$ cat src/rtl/core/tmau_pkg.sv
package tmau_pkg;

    // Register indexes on the configuration port
    localparam logic [2:0] REG_SAFETY_MARGIN = 3'd0;
    localparam logic [2:0] REG_CRUISE_SPEED  = 3'd1;
    localparam logic [2:0] REG_ACCEPT_PCT    = 3'd2;
    localparam logic [2:0] REG_OVERSPEED_PCT = 3'd3;
    localparam logic [2:0] REG_STATION_HERE  = 3'd4;
    localparam logic [2:0] REG_STATION_NEXT  = 3'd5;
    localparam logic [2:0] REG_LAST_STATION  = 3'd6;

    // Operation codes
    localparam logic OP_STORE = 1'b0;
    localparam logic OP_TICK  = 1'b1;

    // Results per send tick
    localparam int MAX_RESULTS = 32;
    localparam int RES_CNT_W   = 6;

    // Speed classes
    localparam logic [1:0] SPD_OK     = 2'd0;
    localparam logic [1:0] SPD_ADJUST = 2'd1;
    localparam logic [1:0] SPD_DANGER = 2'd2;

    // One stored train status
    typedef struct packed {
        logic [7:0]  id;
        logic [23:0] pos;
        logic [15:0] spd;
        logic [15:0] len;
        logic [15:0] stop;
        logic        cru;
    } entry_t;

    // Speed band limits, scaled by 100
    typedef struct packed {
        logic signed [25:0] lo;
        logic signed [25:0] hi;
        logic signed [25:0] ov;
    } band_t;

endpackage

$ cat src/rtl/core/train_movement_authority_unit.sv
// Movement authority unit. A store request goes into its table unless that table is
// full, and busy stays low, so reports may come every cycle. A send tick raises
// busy and walks each table by repeated scans of the status memory (one entry
// read per cycle): a table of n trains needs n+1 passes, each a scan state per
// entry, then a wait and a decide state. One result appears per train, each valid
// for exactly one cycle on result_valid; the receiver cannot stall it, so it must
// take every result as it comes. A tick with both tables empty gives no result.
// At most 32 results per tick; last marks the final one.
module train_movement_authority_unit #(
    parameter int TABLE_DEPTH = 16
)
(
    input  logic               clk,
    input  logic               rst_n,
    input  logic               start,
    output logic               busy,
    input  logic               op,
    input  logic [7:0]         train_id,
    input  logic [23:0]        position,
    input  logic [15:0]        speed,
    input  logic [15:0]        train_length,
    input  logic [15:0]        stop_distance,
    input  logic               cruising,
    input  logic               cfg_valid,
    output logic               cfg_ready,
    input  logic [2:0]         cfg_index,
    input  logic [23:0]        cfg_data,
    output logic               result_valid,
    output logic [7:0]         receiver_id,
    output logic signed [24:0] authority_limit,
    output logic               end_of_track,
    output logic               emergency_brake,
    output logic               adjust_speed,
    output logic [15:0]        desired_speed,
    output logic               after_station,
    output logic [15:0]        brake_count,
    output logic               last
);

    localparam int IW = $clog2(TABLE_DEPTH);
    localparam int CW = $clog2(TABLE_DEPTH + 1);
    localparam int KW = 24 + IW;

    localparam logic [1:0] ST_IDLE   = 2'd0;
    localparam logic [1:0] ST_SCAN   = 2'd1;
    localparam logic [1:0] ST_WAIT   = 2'd2;
    localparam logic [1:0] ST_DECIDE = 2'd3;

    // Configuration registers
    logic [15:0] margin_reg;
    logic [15:0] cruise_reg;
    logic [6:0]  acc_pct_reg;
    logic [6:0]  ovr_pct_reg;
    logic [23:0] here_reg;
    logic [23:0] next_reg;
    logic        last_st_reg;

    // Status memory: both tables, table select in the top address bit
    tmau_pkg::entry_t mem [2**(IW+1)];
    tmau_pkg::entry_t rdata_reg;

    logic [CW-1:0] bcnt_reg;
    logic [CW-1:0] acnt_reg;
    logic [15:0]   btotal_reg;

    logic [1:0]    state_reg;
    logic          tbl_reg;
    logic [CW-1:0] rd_reg;
    logic          rdv_reg;
    logic [IW-1:0] rdidx_reg;

    tmau_pkg::entry_t cur_reg;
    logic [IW-1:0]    curidx_reg;
    logic             have_cur_reg;
    tmau_pkg::entry_t best_reg;
    logic [IW-1:0]    bestidx_reg;
    logic             best_valid_reg;
    logic [tmau_pkg::RES_CNT_W-1:0] emit_cnt_reg;

    tmau_pkg::band_t band_reg;
    logic [1:0]      spd_class;

    logic             accept;
    logic             sel_after;
    logic [CW-1:0]    n_cur;
    logic [KW-1:0]    rd_key;
    logic [KW-1:0]    cur_key;
    logic [KW-1:0]    best_key;
    logic             take;
    tmau_pkg::entry_t in_entry;

    assign cfg_ready = 1'b1;
    assign busy      = (state_reg != ST_IDLE);
    assign accept    = start && !busy;
    assign sel_after = (position >= here_reg);
    assign n_cur     = tbl_reg ? acnt_reg : bcnt_reg;

    assign in_entry = '{id: train_id, pos: position, spd: speed, len: train_length,
                        stop: stop_distance, cru: cruising};

    // Configuration writes
    always_ff @(posedge clk or negedge rst_n)
    begin
        if (!rst_n)
        begin
            margin_reg  <= 16'd160;
            cruise_reg  <= 16'd5120;
            acc_pct_reg <= 7'd5;
            ovr_pct_reg <= 7'd10;
            here_reg    <= 24'd0;
            next_reg    <= 24'd0;
            last_st_reg <= 1'b0;
        end
        else if (cfg_valid)
        begin
            unique case (cfg_index)
                tmau_pkg::REG_SAFETY_MARGIN: margin_reg  <= cfg_data[15:0];
                tmau_pkg::REG_CRUISE_SPEED:  cruise_reg  <= cfg_data[15:0];
                tmau_pkg::REG_ACCEPT_PCT:    acc_pct_reg <= cfg_data[6:0];
                tmau_pkg::REG_OVERSPEED_PCT: ovr_pct_reg <= cfg_data[6:0];
                tmau_pkg::REG_STATION_HERE:  here_reg    <= cfg_data;
                tmau_pkg::REG_STATION_NEXT:  next_reg    <= cfg_data;
                tmau_pkg::REG_LAST_STATION:  last_st_reg <= cfg_data[0];
                default: ;
            endcase
        end
    end

    // Precompute the speed band from the configuration
    always_ff @(posedge clk)
    begin
        band_reg.lo <= 26'($signed({10'd0, cruise_reg})
                       * $signed(9'd100 - {2'b00, acc_pct_reg}));
        band_reg.hi <= 26'($signed({10'd0, cruise_reg})
                       * $signed(9'd100 + {2'b00, acc_pct_reg}));
        band_reg.ov <= 26'($signed({10'd0, cruise_reg})
                       * $signed(9'd100 + {2'b00, ovr_pct_reg}));
    end

    // Store writes and scan reads
    always_ff @(posedge clk)
    begin
        if (accept && op == tmau_pkg::OP_STORE)
        begin
            if (sel_after && acnt_reg < CW'(TABLE_DEPTH))
            begin
                mem[{1'b1, acnt_reg[IW-1:0]}] <= in_entry;
            end
            else if (!sel_after && bcnt_reg < CW'(TABLE_DEPTH))
            begin
                mem[{1'b0, bcnt_reg[IW-1:0]}] <= in_entry;
            end
        end
        rdata_reg <= mem[{tbl_reg, rd_reg[IW-1:0]}];
    end

    // Successor search key: position, then arrival order
    assign rd_key   = {rdata_reg.pos, rdidx_reg};
    assign cur_key  = {cur_reg.pos, curidx_reg};
    assign best_key = {best_reg.pos, bestidx_reg};
    assign take     = rdv_reg && (!have_cur_reg || rd_key > cur_key)
                      && (!best_valid_reg || rd_key < best_key);

    tmau_speed_class u_speed_class
    (
        .spd       (cur_reg.spd),
        .cru       (cur_reg.cru),
        .band      (band_reg),
        .spd_class (spd_class)
    );

    // Result for the current train
    logic signed [25:0] spacing;
    logic signed [25:0] lim_gap;
    logic               gap_brake;
    logic               spd_brake;
    logic               furthest;
    logic               emit;
    logic               res_last;
    logic               cap_hit;

    assign spacing   = $signed({2'b00, best_reg.pos}) - $signed({2'b00, cur_reg.pos})
                       - $signed({10'd0, best_reg.len});
    assign lim_gap   = $signed({2'b00, best_reg.pos}) - $signed({10'd0, best_reg.len})
                       - $signed({10'd0, margin_reg});
    assign gap_brake = spacing <= $signed({9'd0, {1'b0, cur_reg.stop} + {1'b0, margin_reg}});
    assign spd_brake = (spd_class == tmau_pkg::SPD_DANGER);
    assign furthest  = !best_valid_reg;
    assign emit      = (state_reg == ST_DECIDE) && have_cur_reg;
    assign cap_hit   = (emit_cnt_reg == tmau_pkg::RES_CNT_W'(tmau_pkg::MAX_RESULTS - 1));
    assign res_last  = cap_hit || (furthest && (tbl_reg || acnt_reg == '0));

    // Sequencer
    always_ff @(posedge clk or negedge rst_n)
    begin
        if (!rst_n)
        begin
            state_reg      <= ST_IDLE;
            bcnt_reg       <= '0;
            acnt_reg       <= '0;
            btotal_reg     <= '0;
            tbl_reg        <= 1'b0;
            rd_reg         <= '0;
            rdv_reg        <= 1'b0;
            have_cur_reg   <= 1'b0;
            best_valid_reg <= 1'b0;
            emit_cnt_reg   <= '0;
            result_valid   <= 1'b0;
        end
        else
        begin
            rdv_reg      <= (state_reg == ST_SCAN);
            result_valid <= 1'b0;
            if (take)
            begin
                best_valid_reg <= 1'b1;
            end
            unique case (state_reg)
                ST_IDLE:
                begin
                    if (accept && op == tmau_pkg::OP_STORE)
                    begin
                        if (sel_after && acnt_reg < CW'(TABLE_DEPTH))
                        begin
                            acnt_reg <= acnt_reg + 1'b1;
                        end
                        else if (!sel_after && bcnt_reg < CW'(TABLE_DEPTH))
                        begin
                            bcnt_reg <= bcnt_reg + 1'b1;
                        end
                    end
                    else if (accept)
                    begin
                        emit_cnt_reg   <= '0;
                        have_cur_reg   <= 1'b0;
                        best_valid_reg <= 1'b0;
                        rd_reg         <= '0;
                        if (bcnt_reg != '0)
                        begin
                            tbl_reg   <= 1'b0;
                            state_reg <= ST_SCAN;
                        end
                        else if (acnt_reg != '0)
                        begin
                            tbl_reg   <= 1'b1;
                            state_reg <= ST_SCAN;
                        end
                    end
                end
                ST_SCAN:
                begin
                    if (rd_reg == n_cur - 1'b1)
                    begin
                        state_reg <= ST_WAIT;
                    end
                    else
                    begin
                        rd_reg <= rd_reg + 1'b1;
                    end
                end
                ST_WAIT:
                begin
                    state_reg <= ST_DECIDE;
                end
                ST_DECIDE:
                begin
                    // Advance to the successor, or close the table
                    rd_reg         <= '0;
                    best_valid_reg <= 1'b0;
                    if (emit)
                    begin
                        result_valid <= 1'b1;
                        emit_cnt_reg <= emit_cnt_reg + 1'b1;
                        btotal_reg   <= btotal_reg + 16'(!furthest && gap_brake)
                                        + 16'(spd_brake);
                    end
                    if (!furthest)
                    begin
                        have_cur_reg <= 1'b1;
                        state_reg    <= (emit && cap_hit) ? ST_IDLE : ST_SCAN;
                    end
                    else if (!tbl_reg && acnt_reg != '0 && !cap_hit)
                    begin
                        tbl_reg      <= 1'b1;
                        have_cur_reg <= 1'b0;
                        state_reg    <= ST_SCAN;
                    end
                    else
                    begin
                        state_reg <= ST_IDLE;
                    end
                    if (furthest || (emit && cap_hit))
                    begin
                        if (tbl_reg || acnt_reg == '0 || (emit && cap_hit))
                        begin
                            bcnt_reg <= '0;
                            acnt_reg <= '0;
                        end
                    end
                end
                default:
                begin
                    state_reg <= ST_IDLE;
                end
            endcase
        end
    end

    // Track current and best entries
    always_ff @(posedge clk)
    begin
        rdidx_reg <= rd_reg[IW-1:0];
        if (take)
        begin
            best_reg    <= rdata_reg;
            bestidx_reg <= rdidx_reg;
        end
        if (state_reg == ST_DECIDE && !furthest)
        begin
            cur_reg    <= best_reg;
            curidx_reg <= bestidx_reg;
        end
    end

    // Result register
    always_ff @(posedge clk)
    begin
        if (emit)
        begin
            receiver_id     <= cur_reg.id;
            end_of_track    <= furthest && tbl_reg && last_st_reg;
            emergency_brake <= (!furthest && gap_brake) || spd_brake;
            adjust_speed    <= (spd_class == tmau_pkg::SPD_ADJUST);
            desired_speed   <= (spd_class == tmau_pkg::SPD_ADJUST) ? cruise_reg : 16'd0;
            after_station   <= tbl_reg;
            brake_count     <= btotal_reg + 16'(!furthest && gap_brake) + 16'(spd_brake);
            last            <= res_last;
            if (!furthest)
            begin
                authority_limit <= lim_gap[24:0];
            end
            else if (!tbl_reg)
            begin
                authority_limit <= $signed({1'b0, here_reg});
            end
            else if (last_st_reg)
            begin
                authority_limit <= -25'sd1;
            end
            else
            begin
                authority_limit <= $signed({1'b0, next_reg});
            end
        end
    end

endmodule

$ cat src/rtl/core/tmau_speed_class.sv
module tmau_speed_class
(
    input  logic [15:0]     spd,
    input  logic            cru,
    input  tmau_pkg::band_t band,
    output logic [1:0]      spd_class
);

    logic signed [25:0] scaled;

    // Scale speed by 100 with shifts: 64 + 32 + 4
    assign scaled = $signed({2'b00, ({8'd0, spd} << 6) + ({8'd0, spd} << 5)
                                   + ({8'd0, spd} << 2)});

    // Classify against the band
    always_comb
    begin
        if (!cru)
        begin
            spd_class = tmau_pkg::SPD_OK;
        end
        else if (scaled < band.lo)
        begin
            spd_class = tmau_pkg::SPD_ADJUST;
        end
        else if (scaled <= band.hi)
        begin
            spd_class = tmau_pkg::SPD_OK;
        end
        else if (scaled < band.ov)
        begin
            spd_class = tmau_pkg::SPD_ADJUST;
        end
        else
        begin
            spd_class = tmau_pkg::SPD_DANGER;
        end
    end

endmodule
$ cat config.mk
export PLATFORM = sky130hd
export DESIGN_NAME = train_movement_authority_unit
export DESIGN_NICKNAME = d
export VERILOG_FILES = /design/src/rtl/core/tmau_pkg.sv /design/src/rtl/core/train_movement_authority_unit.sv /design/src/rtl/core/tmau_speed_class.sv
export SDC_FILE = /design/constraint.sdc
export NUM_CORES = 2
export LEC_CHECK = 0
export BUFFER_PORTS_ARGS = -buffer_cell sky130_fd_sc_hd__buf_2
export CORE_MARGIN = 5
export CORE_UTILIZATION = 54
export DETAILED_ROUTE_END_ITERATION = 8
export GPL_ROUTABILITY_DRIVEN = 0
export PLACE_DENSITY = 0.73
export SLEW_MARGIN = 30
export SYNTH_ARGS = -nofsm -noshare
export SYNTH_HDL_FRONTEND = slang
export SYNTH_SLANG_ARGS = --single-unit
$ cat constraint.sdc
create_clock -name clk -period 7.2 [get_ports clk]
set_input_delay 1.44 -clock clk [delete_from_list [all_inputs] [get_ports clk]]
set_output_delay 1.44 -clock clk [all_outputs]
set_load 0.01 [all_outputs]
=== Yosys cells after proc, flatten, opt, wreduce, memory -nomap -nowiden ===
Memory sizes are Yosys's and may differ from the RTL's. A register that Yosys moved wholly into a read port is not among the register bits.
Index checks and enable logic that the tools add are counted.

* Add/subtract/negate cells: 17
* $mul: 3
* Magnitude comparators: 9
* Eq/ne operators: 28
* Multiplexer cells: 62
* Bitwise gates (word level): 1
* Reductions and logical operators: 52

{| class="wikitable"
|+ Operators by type and width
! cell !! number
|-
| $mux 81 || 1
|-
| $reduce_or 81->1 || 1
|-
| $mux 25 || 3
|-
| $mux 5 || 12
|-
| $mul 16x8->24 || 2
|-
| $add 16x1->16 || 2
|-
| $gt 28x28->1 || 1
|-
| $lt 28x28->1 || 1
|-
| $le 26x18->1 || 1
|-
| $mux 1 || 26
|-
| $sub 25x17->26 || 1
|-
| $lt 25x25->1 || 1
|-
| $mul 17x8->25 || 1
|-
| $sub 24x16->25 || 1
|-
| $sub 24x24->25 || 1
|-
| $sub 25x17->25 || 1
|-
| $add 24x18->24 || 1
|-
| $ge 24x24->1 || 1
|-
| $le 24x24->1 || 1
|-
| $lt 24x24->1 || 1
|-
| $ne 2x2->1 const B || 12
|-
| $add 22x21->23 || 1
|-
| $pmux 5 s2 || 2
|-
| $mux 2 || 9
|-
| other kinds (35) || 88
|}

* Register bits after elaboration: 440
* RAM bits: 2592
* Word-level logic and storage cells: 217
* Memories kept: 1

{| class="wikitable"
|+ Memories
! name !! depth !! bits a word !! read ports !! clocked after memory_dff !! write ports !! line !! source
|-
| mem || 32 || 81 || 1 || 1 || 1 || train_movement_authority_unit.sv:59 || <nowiki>tmau_pkg::entry_t mem [2**(IW+1)];</nowiki>
|}

=== Logic depth before layout (Yosys ltp) ===
* Depth in word-level cells: 9
* Mapped depth: 39
* Gate-level depth less buffers: 39

=== Cells and area by module ===
Synthesis repeated with hierarchy kept, for this count alone.

* Cell total of the unflattened synthesis: 7328
* Area, all modules: 135543.7 µm²

{| class="wikitable"
|+ By module, submodules not included
! module !! times used !! cells each !! area an instance (µm²)
|-
| train_movement_authority_unit || 1 || 6984 || 132837.4
|-
| tmau_speed_class || 1 || 344 || 2706.3
|}

=== Worst setup path before layout ===
OpenSTA, ideal clock, no wires.

* Path type: input-to-reg
* Start point: input position[11]
* End point: memory mem[25][0] (netlist name), enable pin
* Library setup time: 0.521 ns
* Data arrival time: 7.287 ns
* Required time: 6.679 ns
* Slack: -0.608 ns
* Cell stages on the path: 12
* Cell sequence: ha_1 > a2111oi_0 > o21ai_1 > o2111ai_1 > a21oi_1 > a211o_1 > a31o_1 > or3_1 > clkbuf_1 > or3_1 > and2_1 > nor2_1

* Longest elaborated chain between the ends: 9
* Elaborated cells between the ends (all ways): 14
* Classes of those cells: order compare (1); mux (9); reduce/logical (4)

{| class="wikitable"
|+ Ends and longest elaborated chain
! what !! line !! source
|-
| start: declaration || train_movement_authority_unit.sv:19 || <nowiki>input logic [23:0] position,</nowiki>
|-
| $ge 24x24->1 (*) || train_movement_authority_unit.sv:95 || <nowiki>assign sel_after = (position >= here_reg);</nowiki>
|-
| $logic_not 1->1 || train_movement_authority_unit.sv:149 || <nowiki>else if (!sel_after && bcnt_reg < CW'(TABLE_DEPTH))</nowiki>
|-
| $logic_and 1x1->1 || train_movement_authority_unit.sv:149 ||
|-
| $mux 1 || train_movement_authority_unit.sv:149 ||
|-
| $mux 1 || train_movement_authority_unit.sv:145 || <nowiki>if (sel_after && acnt_reg < CW'(TABLE_DEPTH))</nowiki>
|-
| $mux 1 || train_movement_authority_unit.sv:143 || <nowiki>if (accept && op == tmau_pkg::OP_STORE)</nowiki>
|-
| $mux 1 (not written as such) || train_movement_authority_unit.sv:151 || <nowiki>mem[{1'b0, bcnt_reg[IW-1:0]}] <= in_entry;</nowiki>
|-
| $reduce_or 81->1 (no line) || n/a ||
|-
| $mux 5 (no line) / $mux 1 (equally long branches) || n/a ||
|-
| end: declaration || train_movement_authority_unit.sv:59 ||
|}

Mark *: on every way between the ends. The rest lies on a longest branch, timed or not.

=== Final worst setup path ===
* Start point: register cur_reg[35] (netlist name)
* End point: register brake_count[15] (data pin)

* Longest elaborated chain between the ends: 9
* Elaborated cells between the ends (all ways): 11
* Classes of those cells: add/sub (3); order compare (3); eq/ne (1); mux (4)

{| class="wikitable"
|+ Ends and longest elaborated chain
! what !! line !! source
|-
| start: declaration || train_movement_authority_unit.sv:72 || <nowiki>tmau_pkg::entry_t cur_reg;</nowiki>
|-
| start signal: assignment || train_movement_authority_unit.sv:320 || <nowiki>cur_reg <= best_reg;</nowiki>
|-
| $add 22x21->23 || tmau_speed_class.sv:12 || <nowiki>assign scaled = $signed({2'b00, ({8'd0, spd} << 6) + ({8'd0, spd} << 5)</nowiki>
|-
| $add 24x18->24 (*) || tmau_speed_class.sv:13 || <nowiki>+ ({8'd0, spd} << 2)});</nowiki>
|-
| $lt 24x24->1 || tmau_speed_class.sv:30 || <nowiki>else if (scaled < band.ov)</nowiki>
|-
| $mux 2 || tmau_speed_class.sv:30 ||
|-
| $mux 2 || tmau_speed_class.sv:26 || <nowiki>else if (scaled <= band.hi)</nowiki>
|-
| $mux 2 (*) || tmau_speed_class.sv:22 || <nowiki>else if (scaled < band.lo)</nowiki>
|-
| $mux 2 (*) || tmau_speed_class.sv:18 || <nowiki>if (!cru)</nowiki>
|-
| $eq 2x2->1 (*) || train_movement_authority_unit.sv:187 || <nowiki>assign spd_brake = (spd_class == tmau_pkg::SPD_DANGER);</nowiki>
|-
| $add 16x1->16 (*) || train_movement_authority_unit.sv:336 || <nowiki>brake_count <= btotal_reg + 16'(!furthest && gap_brake) + 16'(spd_brake);</nowiki>
|-
| end signal: assignment || train_movement_authority_unit.sv:336 ||
|-
| end: declaration || train_movement_authority_unit.sv:36 || <nowiki>output logic [15:0] brake_count,</nowiki>
|}

Marks and branches as above.
A chain may end at the register's enable or synchronous reset.

==> results.txt <==
----------------------------------------------------
[Status]
  Status ... completed

[Critical path]
  Critical Path RT ... 7.88 ns
  Crit-path leading delay family ... simple AND/OR/NAND/NOR gates
  Max Fanout on Critical Path ... 4
  Length in cells of the worst reg-to-reg path ... 34
  Cell with the largest stage delay on the worst path ... sky130_fd_sc_hd__or4b_4
  Worst flop-to-flop path startpoint ... cur_reg[35]
  Critical path buffer and inverter count ... 2
  Destination of the worst register-to-register timing path ... brake_count[15]
  Worst-case register-to-register setup slack ... 0.06 ns
  Type of destination of the critical path ... flip-flop
  Endpoint arrival time on the critical path ... 7.82 ns
  Largest stage delay on the critical path ... 0.50 ns
  Type of the worst setup path ... flip-flop to flip-flop
  Cell type with the highest occurrence count on the critical path ... sky130_fd_sc_hd__and3_4
  CP startpoint kind ... flip-flop

[Clocking]
  CTS Buf Count ... 325
  Register clock-pin slew on the reported worst setup and hold paths ... 0.06 ns
  Clock net sink count ... 3,112
  Clock Root Buffer ... sky130_fd_sc_hd__clkbuf_16
  TritonCTS clock tree ... done
  Worst-skew pair later-pin latency ... 0.95 ns
  Total of hold buffers inserted after clock tree synthesis ... 0
  Max H-tree Level ... 5
  Max Root-Sink Buffers ... 4

[Drt]
  First-pass detailed-route iteration total ... 6
  Routed wire per std cell ... 29.3 um
  Starting DRT DRC Count ... 9,251
  Post-route antenna net violation count ... 0
  Total detailed-routing wirelength ... 338 mm
  Total number of vias ... 71,700
  DRC violation count after routing ... 0
  Vias per inst ... 6.23

[Yosys]
  Number of distinct standard cells referenced by the synthesized netlist ... 80
  Avg Cell Area, Syn ... 18.3 um^2
  Most used flip-flop cell after synthesis ... sky130_fd_sc_hd__edfxtp_1
  Cell Area, Synth ... 0.136 mm^2
  Number of synthesized flops with an enable pin ... 2,816
  Post-synthesis register bit count ... 3,112
  Fraction of synthesis flops using an asynchronous set or reset pin ... 4.47%
  Register area share after synthesis ... 67.1%
  Synthesis Warnings ... 0
  Synth Net Count ... 8,245
  Cells after synthesis ... 7,424

[Finish]
  Most used cells in the layout excluding fill and tap cells ... sky130_fd_sc_hd__edfxtp_1 (2,816), sky130_fd_sc_hd__mux4_2 (810), sky130_fd_sc_hd__inv_1 (512), sky130_fd_sc_hd__ha_1 (429), sky130_fd_sc_hd__nand2_1 (335)
  Fraction of layout cells with a size suffix above 1 ... 24.0%
  Area added between synthesis and finish ... 13.0%
  Net count of the finished layout ... 8,724
  Share of the core filled with cells in the final layout ... 61.2%
  Number of flip-flops under the largest register name ... 2,592
  Commonest non-fill, non-tap cell in the layout ... sky130_fd_sc_hd__edfxtp_1

[Global routing]
  Grt total ovfl ... 0
  First-pass GRT wire length ... 499 mm
  GRT Total Usage ... 25.8%
  Via count of the first global-routing pass ... 73,400
  Pin count of the biggest net entering global routing ... 145
  Initial antenna violation count ... 55

[Hold path]
  Class of the worst hold path ... flip-flop to flip-flop
  Worst hold path endpoint ... best_reg[14]
  Worst hold path stage count ... 0
  Hold Crit Start ... rdata_reg[14]

[Pwr]
  Total leakage power ... 52.7 nW
  Worst vdd ir ... 0.576 mV
  Total power divided by cell area ... 448 mW/mm^2
  Total power ... 68.8 mW

[Die]
  Chip Width ... 512 um
  Effective utilization at floorplan ... 54.1%
  Core area ... 0.251 mm^2
  Overall die height ... 512 um
  Count of pins on the block boundary ... 186
  Area of the die ... 0.262 mm^2
  Rows ... 184

[Timing]
  Max frequency ... 140 MHz
  PnR worst setup slack ... 0.0592 ns
  Max-slew violation total from the final report ... 0
  Worst-Margin Slew ... 1.08 ns
  Unrepaired setup endpoints after global routing ... true
  Hold violation count in the final report ... 0
  Final setup skew ... 0.0703 ns
  Setup TNS after final layout ... 0 ns
  Minimum clock period after layout ... 7.14 ns
  Final period utilization ... 99.2%
  Hold WS ... 0.396 ns
  Max_slew headroom ... 28.3%
  Final setup violating endpoints ... 0

[Run]
  Max-cap violations ... 0

[Placed design]
  Port bufs ... 184
  Post-placement setup slack ... -0.139 ns
  Half-perimeter wire length after detailed placement ... 194 mm

----------------------------------------------------
cell usage after synthesis (6+ instances only):
| cell | instances | share of area, % |
|---|---|---|
| sky130_fd_sc_hd__a31oi_1 | 11 | 0.051 |
| sky130_fd_sc_hd__or2_2 | 8 | 0.037 |
| sky130_fd_sc_hd__o21ai_0 | 141 | 0.52 |
| sky130_fd_sc_hd__a41oi_1 | 6 | 0.039 |
| sky130_fd_sc_hd__edfxtp_1 | 2816 | 62 |
| sky130_fd_sc_hd__dfstp_2 | 8 | 0.15 |
| sky130_fd_sc_hd__o22ai_1 | 18 | 0.083 |
| sky130_fd_sc_hd__and2_1 | 150 | 0.69 |
| sky130_fd_sc_hd__mux2i_1 | 9 | 0.066 |
| sky130_fd_sc_hd__mux2_2 | 136 | 1.1 |
| sky130_fd_sc_hd__ha_1 | 433 | 4.0 |
| sky130_fd_sc_hd__xnor2_1 | 121 | 0.78 |
| sky130_fd_sc_hd__nor2_1 | 158 | 0.44 |
| sky130_fd_sc_hd__nand3_1 | 54 | 0.20 |
| sky130_fd_sc_hd__or4_1 | 8 | 0.044 |
| sky130_fd_sc_hd__buf_1 | 55 | 0.15 |
| sky130_fd_sc_hd__nor3b_1 | 7 | 0.039 |
| sky130_fd_sc_hd__fa_1 | 275 | 4.1 |
| sky130_fd_sc_hd__xor2_1 | 71 | 0.46 |
| sky130_fd_sc_hd__a2111oi_0 | 7 | 0.045 |
| sky130_fd_sc_hd__o21ai_1 | 21 | 0.077 |
| sky130_fd_sc_hd__nor4_1 | 14 | 0.064 |
| sky130_fd_sc_hd__o31a_1 | 7 | 0.045 |
| sky130_fd_sc_hd__inv_1 | 515 | 1.4 |
| sky130_fd_sc_hd__o221ai_1 | 14 | 0.090 |
| sky130_fd_sc_hd__nor3_1 | 44 | 0.16 |
| sky130_fd_sc_hd__o21a_1 | 35 | 0.19 |
| sky130_fd_sc_hd__o31ai_1 | 11 | 0.061 |
| sky130_fd_sc_hd__and3_1 | 22 | 0.10 |
| sky130_fd_sc_hd__a21o_1 | 79 | 0.44 |
| sky130_fd_sc_hd__a21oi_1 | 157 | 0.58 |
| sky130_fd_sc_hd__nand2_1 | 337 | 0.93 |
| sky130_fd_sc_hd__o211ai_1 | 16 | 0.088 |
| sky130_fd_sc_hd__clkbuf_1 | 233 | 0.64 |
| sky130_fd_sc_hd__dfxtp_1 | 157 | 2.3 |
| sky130_fd_sc_hd__a211oi_1 | 23 | 0.13 |
| sky130_fd_sc_hd__o21bai_1 | 9 | 0.050 |
| sky130_fd_sc_hd__dfrtp_1 | 131 | 2.4 |
| sky130_fd_sc_hd__nor2b_1 | 95 | 0.44 |
| sky130_fd_sc_hd__nand4_1 | 33 | 0.15 |
| sky130_fd_sc_hd__mux4_2 | 810 | 13 |
| sky130_fd_sc_hd__or3_1 | 20 | 0.092 |
| sky130_fd_sc_hd__nand2b_1 | 63 | 0.29 |
logic make-up (layout without fill, tap and decap cells):
logic type / count (synthesis) / after routing / share of synthesized area, %
AO/OA/AOI/OAI: 610 / 610 / 2.87
XOR/XNOR: 192 / 192 / 1.24
adder cells (fa/ha/maj): 708 / 708 / 8.04
buffers and inverters: 804 / 1534 / 2.22
flip-flops: 3112 / 3112 / 67.1
multiplexers: 958 / 958 / 14.6
other: 1 / 21 / 0.00276
AND/OR/NAND/NOR: 1039 / 1039 / 3.84
metrics by stage:
step / cell area [um^2] / instances
2_1_floorplan: 136000 / 7424
3_3_place_gp: 143000 / 10900
3_5_place_dp: 143000 / 10900
4_1_cts: 153000 / 11500
5_1_grt: 153000 / 11500
6_report: 153000 / 11500
routing by layer:
layer  vias up  global-route usage, %  share of wire, %
met5         -                      0             0.044
met2      3742                   41.1                48
met1     37500                   36.9                39
met3       603                   5.32               9.9
met4        22                   7.11               2.9
li1      29900                      -                 -
what timing repair did:
item,in CTS,in global routing
setup buffers,1,7
pin swaps,1,32
setup endpoints to repair,8,16
resized for setup,8,43
worst max-delay path by stage:
stage                 start              end  slack [ns]  depth (start not counted)
2_1_floorplan  position[11]       mem[25][0]       -0.61                         12
3_3_place_gp    cur_reg[34]  brake_count[15]       -0.15                         34
3_5_place_dp    cur_reg[34]  brake_count[15]       -0.14                         34
4_1_cts         cur_reg[34]  brake_count[13]        0.02                         34
5_1_grt         cur_reg[34]  brake_count[15]       -0.30                         35
6_report        cur_reg[35]  brake_count[15]        0.06                         34
area by class of cell:
type                            count  area (um^2)
Fill cell                       17400        97500
Sequential cell                  3112        91200
Multi-Input combinational cell   3508        42100
Clock buffer                      418         8770
Tap cell                         3348         4190
Timing Repair Buffer              441         3640
Inverter                          515         1930
Clock inverter                    160         1580
Antenna cell                       20         50.0
where the power goes:
group | internal, mW | leakage (nW) | total [mW] | switching, mW
Clock | 9.61 | 5.06 | 16.4 | 6.79
Combinational | 13.4 | 19.3 | 30.0 | 16.6
Sequential | 21.3 | 28.4 | 22.3 | 1.03
Total | 44.4 | 52.7 | 68.8 | 24.4
No activity file was read; power rests on OpenSTA's default activity.
